==> src/hw/rtl/assert_macros.svh <==
// ----------------------------------------------------------------------------
// Assertion macros shared by the RTL files.
// ----------------------------------------------------------------------------
`ifndef ASSERT_MACROS_SVH
`define ASSERT_MACROS_SVH

// Implication checked every clock, disabled while in reset.
`define ASSERT_IMPL(lbl, ante, cons, msg) \
  lbl: assert property (@(posedge clk_i) disable iff (!rst_ni) (ante) |-> (cons)) \
    else $error(msg);

// Implication whose consequent is checked in the cycle after the antecedent.
`define ASSERT_NEXT(lbl, ante, cons, msg) \
  lbl: assert property (@(posedge clk_i) disable iff (!rst_ni) (ante) |=> (cons)) \
    else $error(msg);

`endif

==> src/hw/rtl/atr_pkg.sv <==
// ----------------------------------------------------------------------------
// atr_pkg
// Shared constants and types of the tilt and rate unit.
// ----------------------------------------------------------------------------
package atr_pkg;

  localparam int unsigned CordicSteps = 22;
  localparam int unsigned CordicW     = 36;
  localparam int unsigned AccW        = 24;
  localparam int unsigned StepW       = 5;

  localparam logic signed [AccW-1:0] Deg180Fine  = 24'sd5898240;
  localparam logic signed [15:0]     AngleLimit  = 16'sd23040;
  localparam logic [13:0]            TolReset    = 14'd1638;
  localparam logic [14:0]            OneG        = 15'd16383;

  // Divider widths: dividend |delta|*1e6 (<2^36) plus half elapsed.
  localparam int unsigned DivNumW = 37;
  localparam int unsigned DivDenW = 20;
  localparam int unsigned DivCntW = 6;

  // atan(2^-i) in 1/32768 degree.
  function automatic logic [AccW-1:0] atan_fine(input logic [StepW-1:0] i);
    logic [AccW-1:0] r;
    r = '0;
    case (i)
      5'd0:  r = 24'd1474560;
      5'd1:  r = 24'd870484;
      5'd2:  r = 24'd459940;
      5'd3:  r = 24'd233473;
      5'd4:  r = 24'd117189;
      5'd5:  r = 24'd58652;
      5'd6:  r = 24'd29333;
      5'd7:  r = 24'd14667;
      5'd8:  r = 24'd7334;
      5'd9:  r = 24'd3667;
      5'd10: r = 24'd1833;
      5'd11: r = 24'd917;
      5'd12: r = 24'd458;
      5'd13: r = 24'd229;
      5'd14: r = 24'd115;
      5'd15: r = 24'd57;
      5'd16: r = 24'd29;
      5'd17: r = 24'd14;
      5'd18: r = 24'd7;
      5'd19: r = 24'd4;
      5'd20: r = 24'd2;
      5'd21: r = 24'd1;
      default: r = '0;
    endcase
    return r;
  endfunction

  // One-hot sequencer states.
  typedef enum logic [7:0] {
    StIdle   = 8'b0000_0001,
    StMag    = 8'b0000_0010,
    StPitch  = 8'b0000_0100,
    StRoll   = 8'b0000_1000,
    StPRate  = 8'b0001_0000,
    StRRate  = 8'b0010_0000,
    StOut    = 8'b0100_0000,
    StSq     = 8'b1000_0000
  } atr_state_e;

endpackage

==> src/hw/rtl/accel_tilt_and_rate_unit.sv <==
// Sequence per accepted item: three squares, a band compare, two 22-step
// CORDIC passes and two 37-step divisions in turn.
// The block takes no new item while busy and none while a result waits; the
// CORDIC and the divider are shared by the pitch and roll passes.
// Reset: asynchronous, active low; tolerance returns to 1638 and the stored
// previous angles to zero.
// ----------------------------------------------------------------------------
// accel_tilt_and_rate_unit
// Tilt angles, angle rates and linear-acceleration flag from one sample.
// ----------------------------------------------------------------------------
`include "assert_macros.svh"

module accel_tilt_and_rate_unit (
  input  logic        clk_i,
  input  logic        rst_ni,
  input  logic        cfg_we_i,
  input  logic [13:0] cfg_wdata_i,     // g_tolerance
  input  logic        s_axis_tvalid,
  output logic        s_axis_tready,
  input  logic [71:0] s_axis_tdata,    // raw_x, raw_y, raw_z, elapsed_us, pad
  output logic        m_axis_tvalid,
  input  logic        m_axis_tready,
  output logic [87:0] m_axis_tdata     // pitch_deg, roll_deg, pitch_rate,
                                       // roll_rate, linear_accel, pad
);
  import atr_pkg::*;

  atr_state_e state_q, state_d;
  logic [13:0]        tol_q;
  logic signed [15:0] x_q, y_q, z_q, lp_q, lr_q, pitch_q, roll_q;
  logic [19:0]        e_q;
  logic [1:0]         sq_q;
  logic [33:0]        sum_q;
  logic               lin_q, sub_q;
  logic signed [23:0] prate_q, rrate_q;
  logic               cstart, cdone, dstart, ddone;
  logic signed [15:0] cnum, cden, cang;
  logic [DivNumW-1:0] dnum, dquot;
  logic signed [15:0] sqop;
  logic [31:0]        sqv;
  logic [15:0]        hi, lo;
  logic [31:0]        hi2, lo2;
  logic signed [16:0] delta;
  logic [16:0]        dabs;
  logic               dneg_q;
  logic [23:0]        qsat;
  logic signed [23:0] rate;

  atr_cordic u_cordic (
    .clk_i, .rst_ni, .start_i(cstart), .num_i(cnum), .den_i(cden),
    .done_o(cdone), .angle_o(cang)
  );

  atr_divider u_div (
    .clk_i, .rst_ni, .start_i(dstart), .num_i(dnum), .den_i(e_q),
    .done_o(ddone), .quot_o(dquot)
  );

  assign s_axis_tready = (state_q == StIdle);
  assign m_axis_tvalid = (state_q == StOut);

  // One square per cycle through a shared multiplier.
  always_comb begin
    case (sq_q)
      2'd0:    sqop = x_q;
      2'd1:    sqop = y_q;
      default: sqop = z_q;
    endcase
  end
  assign sqv = $unsigned(32'(sqop * sqop));
  assign hi  = 16'(OneG) + 16'(tol_q);
  assign lo  = 16'(OneG) - 16'(tol_q);
  assign hi2 = 32'(hi) * 32'(hi);
  assign lo2 = 32'(lo) * 32'(lo);

  // Rate operand: |delta| * 1e6 + elapsed/2 for round half away.
  assign delta = (state_q == StPRate) ? (17'(pitch_q) - 17'(lp_q))
                                      : (17'(roll_q) - 17'(lr_q));
  assign dabs  = delta[16] ? 17'(-delta) : 17'(delta);
  assign dnum  = DivNumW'(dabs) * DivNumW'(1000000) + DivNumW'(e_q >> 1);
  assign qsat  = (dquot > DivNumW'(24'h800000)) ? 24'h800000 : dquot[23:0];
  always_comb begin
    if (!dneg_q && qsat[23]) rate = 24'sh7FFFFF;
    else if (dneg_q)         rate = -$signed(qsat);
    else                     rate = $signed(qsat);
  end

  assign cnum   = (state_q == StRoll) ? y_q : x_q;
  assign cden   = z_q;
  assign cstart = sub_q && ((state_q == StPitch) || (state_q == StRoll));
  assign dstart = sub_q && ((state_q == StPRate) || (state_q == StRRate));

  always_comb begin
    state_d = state_q;
    case (state_q)
      StIdle:  if (s_axis_tvalid) state_d = StSq;
      StSq:    if (sq_q == 2'd2) state_d = StMag;
      StMag:   state_d = StPitch;
      StPitch: if (cdone) state_d = StRoll;
      StRoll:  if (cdone) state_d = StPRate;
      StPRate: if (ddone) state_d = StRRate;
      StRRate: if (ddone) state_d = StOut;
      StOut:   if (m_axis_tready) state_d = StIdle;
      default: state_d = StIdle;
    endcase
  end

  always_ff @(posedge clk_i or negedge rst_ni) begin
    if (!rst_ni) begin
      state_q <= StIdle;
      tol_q   <= TolReset;
      lp_q    <= '0;
      lr_q    <= '0;
      sq_q    <= '0;
      sub_q   <= 1'b0;
    end else begin
      state_q <= state_d;
      sub_q   <= (state_d != state_q);
      if (cfg_we_i) tol_q <= cfg_wdata_i;
      if (state_q == StSq) sq_q <= sq_q + 2'd1;
      else                 sq_q <= '0;
      if (state_q == StRRate && ddone) begin
        lp_q <= pitch_q;
        lr_q <= roll_q;
      end
    end
  end

  // Datapath registers.
  always_ff @(posedge clk_i) begin
    if (state_q == StIdle && s_axis_tvalid) begin
      x_q <= s_axis_tdata[15:0];
      y_q <= s_axis_tdata[31:16];
      z_q <= s_axis_tdata[47:32];
      e_q <= (s_axis_tdata[67:48] == '0) ? 20'd1 : s_axis_tdata[67:48];
      sum_q <= '0;
    end
    if (state_q == StSq) sum_q <= sum_q + 34'(sqv);
    if (state_q == StMag)
      lin_q <= !((sum_q <= 34'(hi2)) && (sum_q >= 34'(lo2)));
    if (state_q == StPitch && cdone) pitch_q <= cang;
    if (state_q == StRoll && cdone)  roll_q  <= cang;
    if (dstart) dneg_q <= delta[16];
    if (state_q == StPRate && ddone) prate_q <= rate;
    if (state_q == StRRate && ddone) rrate_q <= rate;
  end

  assign m_axis_tdata = {7'd0, lin_q, rrate_q, prate_q, roll_q, pitch_q};

  `ASSERT_IMPL(a_ready_idle, s_axis_tready, !m_axis_tvalid, "ready while result pending")
  `ASSERT_IMPL(a_start_busy, cstart, !dstart, "cordic and divider started together")
  `ASSERT_NEXT(a_out_hold, m_axis_tvalid && !m_axis_tready, m_axis_tvalid,
               "result dropped")

endmodule

==> src/hw/rtl/atr_cordic.sv <==
// ----------------------------------------------------------------------------
// atr_cordic
// Iterative vectoring CORDIC: one rotation per cycle, rounded and clamped
// angle in 1/128 degree.
// ----------------------------------------------------------------------------
module atr_cordic (
  input  logic                clk_i,
  input  logic                rst_ni,
  input  logic                start_i,
  input  logic signed [15:0]  num_i,
  input  logic signed [15:0]  den_i,
  output logic                done_o,
  output logic signed [15:0]  angle_o
);
  import atr_pkg::*;

  logic signed [CordicW-1:0] x_q, x_d, y_q, y_d;
  logic signed [AccW-1:0]    acc_q, acc_d;
  logic [StepW-1:0]          i_q, i_d;
  logic                      busy_q, busy_d, zero_q, zero_d, done_q, done_d;
  logic signed [CordicW-1:0] xs, ys, dx, dy;
  logic signed [AccW-1:0]    tab, rnd;
  logic signed [15:0]        ang;

  // Scaled operands; the preset negation for a negative denominator.
  assign xs = CordicW'(den_i) <<< 14;
  assign ys = CordicW'(num_i) <<< 14;
  assign dx = y_q >>> i_q;
  assign dy = x_q >>> i_q;
  assign tab = $signed(atan_fine(i_q));

  always_comb begin
    x_d = x_q; y_d = y_q; acc_d = acc_q; i_d = i_q;
    busy_d = busy_q; zero_d = zero_q; done_d = 1'b0;
    if (start_i) begin
      zero_d = (num_i == '0) && (den_i == '0);
      busy_d = 1'b1;
      i_d    = '0;
      if (den_i < 0) begin
        x_d = -xs; y_d = -ys;
        acc_d = (num_i >= 0) ? Deg180Fine : -Deg180Fine;
      end else begin
        x_d = xs; y_d = ys; acc_d = '0;
      end
    end else if (busy_q) begin
      if (y_q > 0) begin
        x_d = x_q + dx; y_d = y_q - dy; acc_d = acc_q + tab;
      end else begin
        x_d = x_q - dx; y_d = y_q + dy; acc_d = acc_q - tab;
      end
      i_d = i_q + StepW'(1);
      if (i_q == StepW'(CordicSteps - 1)) begin
        busy_d = 1'b0;
        done_d = 1'b1;
      end
    end
  end

  always_ff @(posedge clk_i or negedge rst_ni) begin
    if (!rst_ni) begin
      busy_q <= 1'b0;
      done_q <= 1'b0;
      i_q    <= '0;
    end else begin
      busy_q <= busy_d;
      done_q <= done_d;
      i_q    <= i_d;
    end
  end

  always_ff @(posedge clk_i) begin
    x_q <= x_d; y_q <= y_d; acc_q <= acc_d; zero_q <= zero_d;
  end

  // Round to 1/128 degree and clamp.
  assign rnd = (acc_q + AccW'(128)) >>> 8;
  always_comb begin
    if (rnd > AccW'(AngleLimit))       ang = AngleLimit;
    else if (rnd < -AccW'(AngleLimit)) ang = -AngleLimit;
    else                               ang = rnd[15:0];
  end

  assign done_o  = done_q;
  assign angle_o = zero_q ? '0 : ang;

endmodule

==> src/hw/rtl/atr_divider.sv <==
// ----------------------------------------------------------------------------
// atr_divider
// Restoring unsigned divider, one quotient bit per cycle.
// ----------------------------------------------------------------------------
module atr_divider (
  input  logic                           clk_i,
  input  logic                           rst_ni,
  input  logic                           start_i,
  input  logic [atr_pkg::DivNumW-1:0]    num_i,
  input  logic [atr_pkg::DivDenW-1:0]    den_i,
  output logic                           done_o,
  output logic [atr_pkg::DivNumW-1:0]    quot_o
);
  import atr_pkg::*;

  logic [DivNumW-1:0] q_q, q_d;
  logic [DivDenW:0]   r_q, r_d, rs;
  logic [DivDenW-1:0] d_q;
  logic [DivCntW-1:0] c_q, c_d;
  logic               busy_q, busy_d, done_q, done_d;

  assign rs = {r_q[DivDenW-1:0], q_q[DivNumW-1]};

  always_comb begin
    q_d = q_q; r_d = r_q; c_d = c_q; busy_d = busy_q; done_d = 1'b0;
    if (start_i) begin
      q_d = num_i; r_d = '0; c_d = '0; busy_d = 1'b1;
    end else if (busy_q) begin
      if (rs >= {1'b0, d_q}) begin
        r_d = rs - {1'b0, d_q};
        q_d = {q_q[DivNumW-2:0], 1'b1};
      end else begin
        r_d = rs;
        q_d = {q_q[DivNumW-2:0], 1'b0};
      end
      c_d = c_q + DivCntW'(1);
      if (c_q == DivCntW'(DivNumW - 1)) begin
        busy_d = 1'b0; done_d = 1'b1;
      end
    end
  end

  always_ff @(posedge clk_i or negedge rst_ni) begin
    if (!rst_ni) begin
      busy_q <= 1'b0; done_q <= 1'b0; c_q <= '0;
    end else begin
      busy_q <= busy_d; done_q <= done_d; c_q <= c_d;
    end
  end

  always_ff @(posedge clk_i) begin
    q_q <= q_d; r_q <= r_d;
    if (start_i) d_q <= den_i;
  end

  assign done_o = done_q;
  assign quot_o = q_q;

endmodule

==> config.mk <==
export PLATFORM = sky130hd
export DESIGN_NAME = accel_tilt_and_rate_unit
export DESIGN_NICKNAME = d
export VERILOG_FILES = /design/src/hw/rtl/atr_pkg.sv /design/src/hw/rtl/accel_tilt_and_rate_unit.sv /design/src/hw/rtl/atr_cordic.sv /design/src/hw/rtl/atr_divider.sv
export VERILOG_INCLUDE_DIRS = /design/src /design/src/hw/rtl
export SDC_FILE = /design/constraint.sdc
export NUM_CORES = 2
export LEC_CHECK = 0
export BUFFER_PORTS_ARGS = -buffer_cell sky130_fd_sc_hd__buf_2
export CAP_MARGIN = 5
export CORE_ASPECT_RATIO = 0.6
export CORE_MARGIN = 10
export CORE_UTILIZATION = 55
export DETAILED_ROUTE_END_ITERATION = 10
export GPL_TIMING_DRIVEN = 0
export HOLD_SLACK_MARGIN = 0.03
export PLACE_DENSITY = 0.71
export SYNTH_ARGS = -nofsm -noshare
export SYNTH_HDL_FRONTEND = slang
export SYNTH_SLANG_ARGS = --single-unit
==> constraint.sdc <==
create_clock -name clk_i -period 19.2 [get_ports clk_i]
set_input_delay 2.88 -clock clk_i [delete_from_list [all_inputs] [get_ports clk_i]]
set_output_delay 2.88 -clock clk_i [all_outputs]
set_load 0.02 [all_outputs]
==> flow_summary.ini <==
[setup_path]
slowest_stage = xnor2_1
critPathLaunchType = flip-flop
critPathKind = reg -> reg
cp.required_ns = 19.48
crit_top_cell = fa_1
slowest_delay_ns = 1.05
arrival_ns = 13.09
cp_max_fo = 12
cp-end-kind = flip-flop

[die]
dieHeight_um = 276
io_pins = 181
initial_utilization = 0.558
core_area_sq_mm = 0.108
rows = 93
fp.dieW_um = 447
die-area_sq_mm = 0.124

[timing]
slew_headroom = -0.0698
skew_ns = 0.0587
slew_violations = 4
tns_ns = 0
period_needed_ns = 12.81
finalSetupViolCount = 0
hold_ws_ns = 0.442
clock.fmax_ghz = 0.0780
worst_pin_slew_ns = 1.59
fin_crit_sh = 0.667
hold_viol = 0
rsz0062_at_grt = false

[logic_synthesis]
yosysWarnings = 0
synth_edf_count = 338
synth_cell_types = 107
async_reset_ff_frac = 0.167
synth_area_per_cell_sq_um = 9.09
ys_seq_elements = 430
syn_area_sq_mm = 0.0603
ys_seq_area_frac = 0.205
synth_ff_type = edfxtp_1
synthCells = 6625

[clock_network]
cts.sinks = 430
post-cts-setup-buffers = 0
cts_tree = done
holdBufCountCts = 0
clk_pin_slew_ns = 0.07
worstSkewPairLatency_ns = 0.68
cts_resized = 0
cts-root-buf = clkbuf_16
cts_buffer_depth = 3
cts_made_buffers = 47
h-tree-depth = 2

[routing]
avgViaCountPerCell = 6.11
post_drt_wl_per_cell_um = 24.4
ant_nets = 0
finalWirelength_um = 203000
dr_total_vias = 50908
drtIter0Drc = 5894
dr.pass1.iters = 6
drc_errors = 0

[placement]
place_hpwl_um = 169000
port-buffer-count = 169
gp_congestion = 1.05

[grt]
grt.total_usage = 0.321
grt_max_degree = 62
first_global_vias = 49290
grt_pass1_wl_um = 307000
antenna_found_initial = 15
grt_overflow = 0

[run_status]
outcome = complete, but fails checks
failed_checks = max-capacitance violations, max-slew violations

[final_layout]
nNetsFinal = 8170
final_layout_size_suffix_gt1_frac = 0.0730
synthToLayoutAreaGrowth_pct = 7.42
n_fill_cell = 9423

[job]
max-cap-violations = 1

[worst_hold_path]
hp-class = reg -> reg
flip-flops by register name, indices dropped and copies added, names as in the netlist, 2 cells and up:
register	count
cden	16
e_q	20
lp_q	16
lr_q	16
pitch_q	16
prate_q	24
roll_q	16
rrate_q	24
sq_q	2
state_q	8
sum_q	34
tol_q	14
u_cordic.acc_q	24
u_cordic.i_q	5
u_cordic.x_q	36
u_cordic.y_q	36
u_div.c_q	6
u_div.d_q	20
u_div.quot_o	37
u_div.r_q	20
x_q	16
y_q	16
layout make-up:
cell class | count | area (sq um) | share of cell area
inverters | 956 | 3590 | 0.0555
clock buffers | 62 | 1240 | 0.0192
multi-input cells | 5004 | 43300 | 0.669
diodes | 4 | 10.0 | 0.000155
well taps | 1425 | 1780 | 0.0275
repair buffers | 180 | 1000 | 0.0155
clock inverters | 26 | 364 | 0.00563
flip-flops and latches | 430 | 12400 | 0.191
plain buffers | 242 | 1090 | 0.0168
per-stage QoR:
stage	instance area [sq um]	worst slack, ns	util	std cells
floorplan	60300	9.76	-	6632
global placement	62900	6.97	0.583	8226
detailed placement	63100	6.81	0.584	8236
CTS	64700	6.67	0.599	8324
global route	64700	5.83	0.599	8328
finish	64700	6.39	0.599	8329
final timing paths:
check	from	to	slack, ns	depth (start not counted)
setup / recovery	tol_q[0]	lin_q	6.39	41
hold / removal	e_q[0]	u_div.d_q[0]	0.44	0
setup reg to reg	tol_q[0]	lin_q	6.39	41
hold reg to reg	e_q[0]	u_div.d_q[0]	0.44	0
max in group asynchronous	rst_ni	state_q[0]	16.34	2
min in group asynchronous	rst_ni	lr_q[14]	2.14	1
metal layers:
layer  up-vias  wire, um  GRT usage  part of all wire
met1     24804     96100      0.506              0.47
met2      2738     74700      0.412              0.37
li1      23107         -          -                 -
met4         6      4110     0.0591             0.020
met5         -       140    0.00674           0.00069
met3       253     28000      0.117              0.14
cell usage after synthesis, types with 54 or more instances:
master	count	share of area
xor2_1	204	0.030
mux4_2	61	0.023
xnor2_1	258	0.038
a21oi_1	323	0.027
nor3_1	112	0.0093
fa_1	565	0.19
a21o_1	149	0.019
mux2i_1	94	0.016
dfrtp_1	65	0.027
or2_2	54	0.0056
nor2_1	577	0.036
ha_1	653	0.14
inv_1	940	0.059
nand2b_1	76	0.0079
edfxtp_1	338	0.17
o21ai_0	320	0.027
clkbuf_1	174	0.011
nand3_1	107	0.0089
nor2b_1	64	0.0066
nand2_1	534	0.033
critical path: cells and delay by family, from the launching register on:
kind            cells  cell delay, ns
compound gates     14            3.02
xor+xnor            2            1.35
fa+ha+maj           9            4.13
buf+inv             8            2.19
flops               1            0.45
simple gates        8            1.25
layout by cell type, fill, tap and decap left out, types with 33 or more instances in the layout:
| cell | netlist | layout |
|---|---|---|
| a21o_1 | 149 | 149 |
| nor4_1 | 34 | 33 |
| mux2_2 | 36 | 36 |
| o31ai_1 | 38 | 38 |
| nor2_1 | 577 | 575 |
| nor3_1 | 112 | 112 |
| nor2b_1 | 64 | 64 |
| clkbuf_16 | 0 | 47 |
| edfxtp_1 | 338 | 338 |
| a21oi_1 | 323 | 323 |
| clkbuf_1 | 174 | 186 |
| nand4_1 | 50 | 50 |
| buf_2 | 20 | 189 |
| o21a_1 | 41 | 40 |
| fa_1 | 565 | 565 |
| dfrtp_1 | 65 | 65 |
| ha_1 | 653 | 653 |
| and3_1 | 51 | 51 |
| and2_1 | 41 | 41 |
| a31oi_1 | 46 | 46 |
| inv_1 | 940 | 938 |
| o22ai_1 | 44 | 44 |
| xor2_1 | 204 | 204 |
| nand3_1 | 107 | 107 |
| nand2_1 | 534 | 534 |
| nand2b_1 | 76 | 75 |
| o21ai_0 | 320 | 320 |
| mux2i_1 | 94 | 94 |
| or3_1 | 45 | 45 |
| xnor2_1 | 258 | 258 |
| a211oi_1 | 48 | 48 |
| mux4_2 | 61 | 61 |
| or2_2 | 54 | 54 |
logic make-up after synthesis:
logic type      after synthesis  synth area share
other cells                   1         0.0000622
mux                         201            0.0475
fa+ha+maj                  1218             0.323
xor+xnor                    463            0.0674
compound gates             1281             0.136
simple gates               1833             0.143
flops                       430             0.205
buf+inv                    1198            0.0776
Power is left out: the tool's default activity adds up to more than one toggle a clock period on the data nets, which glitch-free logic cannot reach.
